## config.mk

```make
export PLATFORM = sky130hd
export DESIGN_NAME = slot_table_with_token_lookup
export DESIGN_NICKNAME = d
export VERILOG_FILES = /design/src/rtl/core/stl_pkg.sv /design/src/rtl/core/slot_table_with_token_lookup.sv
export SDC_FILE = /design/constraint.sdc
export NUM_CORES = 1
export LEC_CHECK = 0
export BUFFER_PORTS_ARGS = -buffer_cell sky130_fd_sc_hd__buf_2
export CAP_MARGIN = 20
export CORE_MARGIN = 4
export CORE_UTILIZATION = 45
export DETAILED_ROUTE_END_ITERATION = 8
export HOLD_SLACK_MARGIN = 0.1
export PLACE_DENSITY_LB_ADDON = 0.12
export SLEW_MARGIN = 40
export SYNTH_ARGS = -nofsm -noshare
export SYNTH_HDL_FRONTEND = slang
export SYNTH_SLANG_ARGS = --single-unit
```

## constraint.sdc

```tcl
create_clock -name clk -period 31.9 [get_ports clk]
set_clock_uncertainty 0.15 [all_clocks]
set_input_delay 3.19 -clock clk [delete_from_list [all_inputs] [get_ports clk]]
set_output_delay 3.19 -clock clk [all_outputs]
set_load 0.1 [all_outputs]
```

## src/rtl/core/stl_pkg.sv

```systemverilog
// Package for the slot table with token lookup.
// Request kinds, result status codes and the default table depth.
// No dependencies.
`timescale 1ns / 1ps
`default_nettype none

package stl_pkg;

  localparam int DEPTH_DEFAULT = 16;

  localparam int SLOT_W = 4;
  localparam int WORD_W = 32;

  // request kinds
  localparam logic [1:0] KIND_ADD    = 2'd0;
  localparam logic [1:0] KIND_EDIT   = 2'd1;
  localparam logic [1:0] KIND_DELETE = 2'd2;
  localparam logic [1:0] KIND_LOOKUP = 2'd3;

  // result status
  localparam logic [1:0] ST_OK        = 2'd0;
  localparam logic [1:0] ST_NOT_FOUND = 2'd1;
  localparam logic [1:0] ST_FULL      = 2'd2;

endpackage

`default_nettype wire

```

## src/rtl/core/slot_table_with_token_lookup.sv

```systemverilog
// Slot table with first-free allocation and lookup by token.
// Depends on stl_pkg (kind and status codes, field widths, default depth).
//
// Usage:
//   An item is taken at a rising edge with start high and busy low. kind picks
//   add, edit, delete or lookup; slot, token and payload come with it.
//   Each item gives exactly one result, shown for one cycle with done high on
//   status, result_slot, found_token and found_payload. The receiver cannot
//   stall; the result registers are separate from the sequencer, so a new item
//   may be taken in the same cycle a result is shown.
// Timing:
//   Edit and delete finish at the accepting edge: done is high in the next
//   cycle and busy never rises.
//   Add walks the valid bits one slot a cycle from slot 0 and stops at the
//   first free slot, or with status full after the last slot.
//   Lookup walks the token memory one slot a cycle through its registered
//   read port and stops at the first valid slot whose token matches, or
//   with status not found after the last slot.
// Reset:
//   rst (synchronous) clears all valid bits and the sequencer; token and data
//   memories are not cleared, since a slot is only read once it is valid.
`timescale 1ns / 1ps
`default_nettype none

module slot_table_with_token_lookup #(
  parameter int DEPTH = stl_pkg::DEPTH_DEFAULT
) (
  input  wire logic                              clk,
  input  wire logic                              rst,
  input  wire logic                              start,
  output logic                                   busy,
  input  wire logic [1:0]                        kind,
  input  wire logic [stl_pkg::SLOT_W-1:0]        slot,
  input  wire logic signed [stl_pkg::WORD_W-1:0] token,
  input  wire logic signed [stl_pkg::WORD_W-1:0] payload,
  output logic                                   done,
  output logic [1:0]                             status,
  output logic [stl_pkg::SLOT_W-1:0]             result_slot,
  output logic signed [stl_pkg::WORD_W-1:0]      found_token,
  output logic signed [stl_pkg::WORD_W-1:0]      found_payload
);

  localparam int AW = (DEPTH > 1) ? $clog2(DEPTH) : 1;
  // compare width: holds DEPTH itself and the 4-bit slot field
  localparam int CW = (AW + 1 > stl_pkg::SLOT_W + 1) ? AW + 1 : stl_pkg::SLOT_W + 1;
  localparam logic [AW-1:0] LAST = AW'(DEPTH - 1);

  localparam logic [1:0] S_IDLE = 2'd0;
  localparam logic [1:0] S_ADD  = 2'd1;
  localparam logic [1:0] S_LOOK = 2'd2;

  logic [1:0]    state, state_next;
  logic [AW-1:0] cnt, cnt_next;
  logic          chk;
  logic [AW-1:0] chk_idx;

  logic [stl_pkg::WORD_W-1:0] req_token;
  logic [stl_pkg::WORD_W-1:0] req_payload;

  logic [DEPTH-1:0] valid;
  logic [stl_pkg::WORD_W-1:0] tok_mem [DEPTH];
  logic [stl_pkg::WORD_W-1:0] pay_mem [DEPTH];
  logic [stl_pkg::WORD_W-1:0] tok_rd;
  logic [stl_pkg::WORD_W-1:0] pay_rd;

  logic          accept;
  logic [CW-1:0] slot_ext;
  logic          slot_ok;
  logic [AW-1:0] slot_idx;
  logic          hit;

  logic                       wr_en;
  logic [AW-1:0]              wr_addr;
  logic [stl_pkg::WORD_W-1:0] wr_tok;
  logic [stl_pkg::WORD_W-1:0] wr_pay;

  logic                       res_en;
  logic [1:0]                 res_status;
  logic [AW-1:0]              res_idx;
  logic                       res_found;

  function automatic logic [stl_pkg::SLOT_W-1:0] slot_ext_of(input logic [AW-1:0] idx);
    logic [CW-1:0] wide;
    wide = CW'(idx);
    return wide[stl_pkg::SLOT_W-1:0];
  endfunction

  assign busy     = (state != S_IDLE);
  assign accept   = start && !busy;
  assign slot_ext = {{(CW - stl_pkg::SLOT_W){1'b0}}, slot};
  assign slot_ok  = (slot_ext < CW'(DEPTH));
  assign slot_idx = slot_ext[AW-1:0];
  assign hit      = chk && valid[chk_idx] && (tok_rd == req_token);

  always_comb begin
    state_next = state;
    cnt_next   = cnt;
    wr_en      = 1'b0;
    wr_addr    = slot_idx;
    wr_tok     = token;
    wr_pay     = payload;
    res_en     = 1'b0;
    res_status = stl_pkg::ST_NOT_FOUND;
    res_idx    = '0;
    res_found  = 1'b0;
    case (state)
      S_IDLE: begin
        cnt_next = '0;
        if (accept) begin
          case (kind)
            stl_pkg::KIND_ADD: begin
              state_next = S_ADD;
            end
            stl_pkg::KIND_EDIT: begin
              res_en     = 1'b1;
              wr_en      = slot_ok;
              res_status = slot_ok ? stl_pkg::ST_OK : stl_pkg::ST_NOT_FOUND;
            end
            stl_pkg::KIND_DELETE: begin
              res_en     = 1'b1;
              res_status = slot_ok ? stl_pkg::ST_OK : stl_pkg::ST_NOT_FOUND;
            end
            default: begin
              state_next = S_LOOK;
            end
          endcase
        end
      end
      S_ADD: begin
        wr_addr = cnt;
        wr_tok  = req_token;
        wr_pay  = req_payload;
        if (!valid[cnt]) begin
          wr_en      = 1'b1;
          res_en     = 1'b1;
          res_status = stl_pkg::ST_OK;
          res_idx    = cnt;
          state_next = S_IDLE;
        end else if (cnt == LAST) begin
          res_en     = 1'b1;
          res_status = stl_pkg::ST_FULL;
          state_next = S_IDLE;
        end else begin
          cnt_next = cnt + 1'b1;
        end
      end
      S_LOOK: begin
        // read of cnt issued this cycle; compare of chk_idx data
        if (cnt != LAST) begin
          cnt_next = cnt + 1'b1;
        end
        if (hit) begin
          res_en     = 1'b1;
          res_status = stl_pkg::ST_OK;
          res_idx    = chk_idx;
          res_found  = 1'b1;
          state_next = S_IDLE;
        end else if (chk && chk_idx == LAST) begin
          res_en     = 1'b1;
          state_next = S_IDLE;
        end
      end
      default: begin
        state_next = S_IDLE;
      end
    endcase
  end

  always_ff @(posedge clk) begin
    if (rst) begin
      state <= S_IDLE;
      cnt   <= '0;
      chk   <= 1'b0;
      valid <= '0;
      done  <= 1'b0;
    end else begin
      state <= state_next;
      cnt   <= cnt_next;
      // compare only while the scan goes on, never in the idle cycle after it
      chk   <= (state == S_LOOK) && (state_next == S_LOOK);
      done  <= res_en;
      if (wr_en) begin
        valid[wr_addr] <= 1'b1;
      end
      if (accept && kind == stl_pkg::KIND_DELETE && slot_ok) begin
        valid[slot_idx] <= 1'b0;
      end
    end
  end

  always_ff @(posedge clk) begin
    chk_idx <= cnt;
    if (accept) begin
      req_token   <= token;
      req_payload <= payload;
    end
    if (res_en) begin
      status        <= res_status;
      result_slot   <= slot_ext_of(res_idx);
      found_token   <= res_found ? tok_rd : '0;
      found_payload <= res_found ? pay_rd : '0;
    end
  end

  // token and data memories: one write port, one registered read port
  always_ff @(posedge clk) begin
    if (wr_en) begin
      tok_mem[wr_addr] <= wr_tok;
      pay_mem[wr_addr] <= wr_pay;
    end
    tok_rd <= tok_mem[cnt];
    pay_rd <= pay_mem[cnt];
  end

  // a result only follows an accepted item or a running scan
  a_done_cause: assert property (@(posedge clk) disable iff (rst)
    done |-> $past(busy) || $past(start))
    else $error("done without a request");

  // failed requests return all-zero slot and data
  a_fail_zero: assert property (@(posedge clk) disable iff (rst)
    done && status != stl_pkg::ST_OK |->
      result_slot == '0 && found_token == '0 && found_payload == '0)
    else $error("failed request returned nonzero fields");

  // a lookup hit always reports a slot that is valid
  a_hit_valid: assert property (@(posedge clk) disable iff (rst)
    hit |-> valid[chk_idx] && state == S_LOOK)
    else $error("hit outside lookup scan");

  // busy implies the sequencer state was not idle in that cycle
  a_no_accept_busy: assert property (@(posedge clk) disable iff (rst)
    busy |=> !(state == S_IDLE && $past(state) == S_IDLE))
    else $error("sequencer state inconsistent with busy");

endmodule

`default_nettype wire

```

==> results.cfg <==
[run_status]
status = completed

[sta]
finalCriticalPeriod_ns = 5.932
finalHoldViolCount = 0
slew_headroom_pct = 42.27
rsz0062_at_grt = false
setup-tns-final_ns = 0
period_share_pct = 18.60
setup_ws_ns = 25.97
max_freq_ghz = 0.1686
worstMarginPinSlew_ns = 0.8659
final_max_slew_viol_count = 0
setup_viol = 0

[clock_tree]
cts_root_buf = clkbuf_16
clk_path_buf_depth = 3
cts_tree = done
cts_made_buffers = 133
insertion_delay_ns = 0.71
ctsResizeCount = 0
cts_max_level = 4
cts_sinks = 1250
hold_buffers = 0
clkTransAtPathRegs_ns = 0.06
post_cts_buffers = 0

[power]
p_sw_uw = 785.5
p_per_area_nw_per_um2 = 66.10
switching_share_pct = 21.70
total_power_uw = 3620
internal_power_uw = 2835
pwr-share-clk_pct = 42.5
p_seq_share_pct = 51.1
peakVddDrop_uv = 48.34
comb_power_share_pct = 6.3
power_leakage_uw = 0.01722

[placement]
finalWeightedCongestion = 0.8015
dpl-instance-area_um2 = 50300
place_hpwl_um = 66360
place.port_buffers = 144
post-place-ws_ns = 25.32

[die]
row_count = 118
pin_count = 145
die_area_um2 = 110900
dieHeight_um = 333.0
core_area_um2 = 104200
dieWidth_um = 333.0
initial_core_util_pct = 45.60

[critical_path]
worstSetupEndpointType = register
crit_fanout = 43
worstPathRequired_ns = 32.08
worstReg2RegEnd = tok_mem[1][25]$_DFFE_PP_
critPathArrivalTime_ns = 6.11
path_class = input port to register
r2r-start = cnt[0]$_SDFFE_PP0P_
reg2reg_slack_ns = 27.09
reg2reg_depth = 7
startpoint_type = input port

[synth]
synthTopCellsByArea = edfxtp_1, mux4_2, mux2i_1
yosys.area.top_type_share_pct = 73.16
async_flop_share_pct = 0
synth.largest_area_cell = edfxtp_1
synthCells = 2445
yosysWarnings = 0
synth_top_cells_by_count = edfxtp_1, mux2i_1, mux4_2, a221oi_1, dfxtp_1
seq_area_frac_synth_pct = 77.03
synth.distinct_cells = 52
synthFlopType = edfxtp_1
synth_seq_cells = 1250
synthesis.nets = 2527
avgSynthCellArea_um2 = 19.44
synth-edff-count = 1158
yosysMostFrequentCell = edfxtp_1
syn-cell-area_um2 = 47530

[drt]
vias = 23910
drt_wl_total_um = 113500
remaining_drc_errors = 0
ant_nets = 0
wl_per_cell_um = 27.48
drtIter0Drc = 1871
vias_per_cell = 5.788
dr.pass1.iters = 5

[layout]
final_util_pct = 52.54
final_nets = 2729
stdcell_area_um2 = 54770
fillers = 8269
drive_above_1_share_pct = 22.65
synthToLayoutAreaGrowth_pct = 15.21

[global_route]
overflow = 0
grt_busiest_layer = met2
grt_pass1_vias = 24430
grt_pass1_wl_um = 167600
antenna_found_initial = 1
use_met1_pct = 28.87
use_met3_pct = 3.727
grt_max_degree = 90
track_usage_pct = 20.35
met2_usage_pct = 33.04

[job]
drv_cap = 0

[min_path]
hold_start = valid[5]$_SDFF_PP0_
hold_path_class = register to register
holdPathEnd = valid[5]$_SDFF_PP0_
hold-path-cell-count = 1
[per-stage QoR]
stage          hold slack [ns]  cells
2_1_floorplan           0.1790   2445
3_3_place_gp            0.3138   3875
3_5_place_dp            0.3170   3890
4_1_cts                 0.3306   4128
5_1_grt                 0.3514   4130
6_report                0.3318   4131
[placed cells by master, fill, tap and decap left out, types with 20 or more instances in the layout]
| master | netlist | final |
|---|---|---|
| a21oi_1 | 24 | 22 |
| a221oi_1 | 128 | 128 |
| a22oi_1 | 64 | 64 |
| and2_1 | 66 | 65 |
| buf_2 | 6 | 144 |
| buf_4 | 0 | 23 |
| clkbuf_1 | 88 | 33 |
| clkbuf_16 | 0 | 139 |
| clkbuf_8 | 0 | 20 |
| dfxtp_1 | 92 | 88 |
| edfxtp_1 | 1158 | 1158 |
| mux2_2 | 64 | 64 |
| mux2i_1 | 260 | 260 |
| mux4_2 | 136 | 136 |
| nand2_1 | 80 | 80 |
| o21ai_0 | 65 | 65 |
| xnor2_1 | 32 | 29 |
[metal layers]
metal  part of all wire [%]  vias up  wire (um)
met3                    5.2      144       5848
li1                       -    10450          -
met4                    1.7        0       1960
met5                      0        -          0
met2                     49      685      55220
met1                     44    12630      50520
[kinds of logic after synthesis]
logic type | synth area share [%]
XOR/XNOR | 0.5896
AO/OA/AOI/OAI | 5.159
multiplexers | 13.50
AND/OR/NAND/NOR | 2.335
buffers and inverters | 1.153
flip-flops | 77.03
adder cells (fa/ha/maj) | 0.2369
[worst max path at each step]
stage	to	start	slack, ns
2_1_floorplan	found_payload[0]$_SDFFCE_PN0P_	start	18.82
3_3_place_gp	tok_mem[1][26]$_DFFE_PP_	kind[1]	25.17
3_5_place_dp	tok_mem[1][18]$_DFFE_PP_	kind[1]	25.32
4_1_cts	tok_mem[1][22]$_DFFE_PP_	kind[1]	26.08
5_1_grt	pay_mem[1][30]$_DFFE_PP_	kind[1]	25.91
6_report	tok_mem[1][25]$_DFFE_PP_	kind[1]	25.97
[power by group through the flow]
| stage | sequential, uW | combinational [uW] | clock (uW) |
|---|---|---|---|
| after global routing | 1850 | 244 | 1640 |
| after global placement | 1880 | 226 | 0 |
| after detailed placement | 1890 | 232 | 0 |
| final | 1850 | 229 | 1540 |
| after CTS | 1850 | 232 | 1570 |
| after floorplan | 1920 | 117 | 0 |
[area by class of cell]
| cell class | instances | area [um2] | share of cell area (%) |
|---|---|---|---|
| repair buffers | 197 | 1394 | 2.545 |
| multi-input cells | 1053 | 10590 | 19.33 |
| inverters | 12 | 45.04 | 0.08225 |
| flip-flops and latches | 1250 | 36630 | 66.89 |
| well taps | 1380 | 1727 | 3.153 |
| diodes | 1 | 2.502 | 0.004569 |
| clock inverters | 49 | 543.0 | 0.9915 |
| clock buffers | 189 | 3836 | 7.005 |
[flip-flops by register name, summed over array words and instances (netlist names)]
signal / count
req_token: 32
pay_mem: 512
result_slot: 4
found_payload: 32
pay_rd: 32
tok_mem: 512
chk: 1
state: 2
status: 2
found_token: 32
tok_rd: 32
cnt: 4
req_payload: 32
done: 1
chk_idx: 4
valid: 16
[critical path, stage by stage]
cell and delay, ns:
buf_2 0.12, inv_1 0.07, ha_1 0.15, nand3_1 0.27, inv_1 0.17, nand2_1 0.17, o32a_1 0.50, nor2_4 0.55
buf_16 0.22, buf_4 0.64
Note: power is estimated with default switching activity, not from simulation.
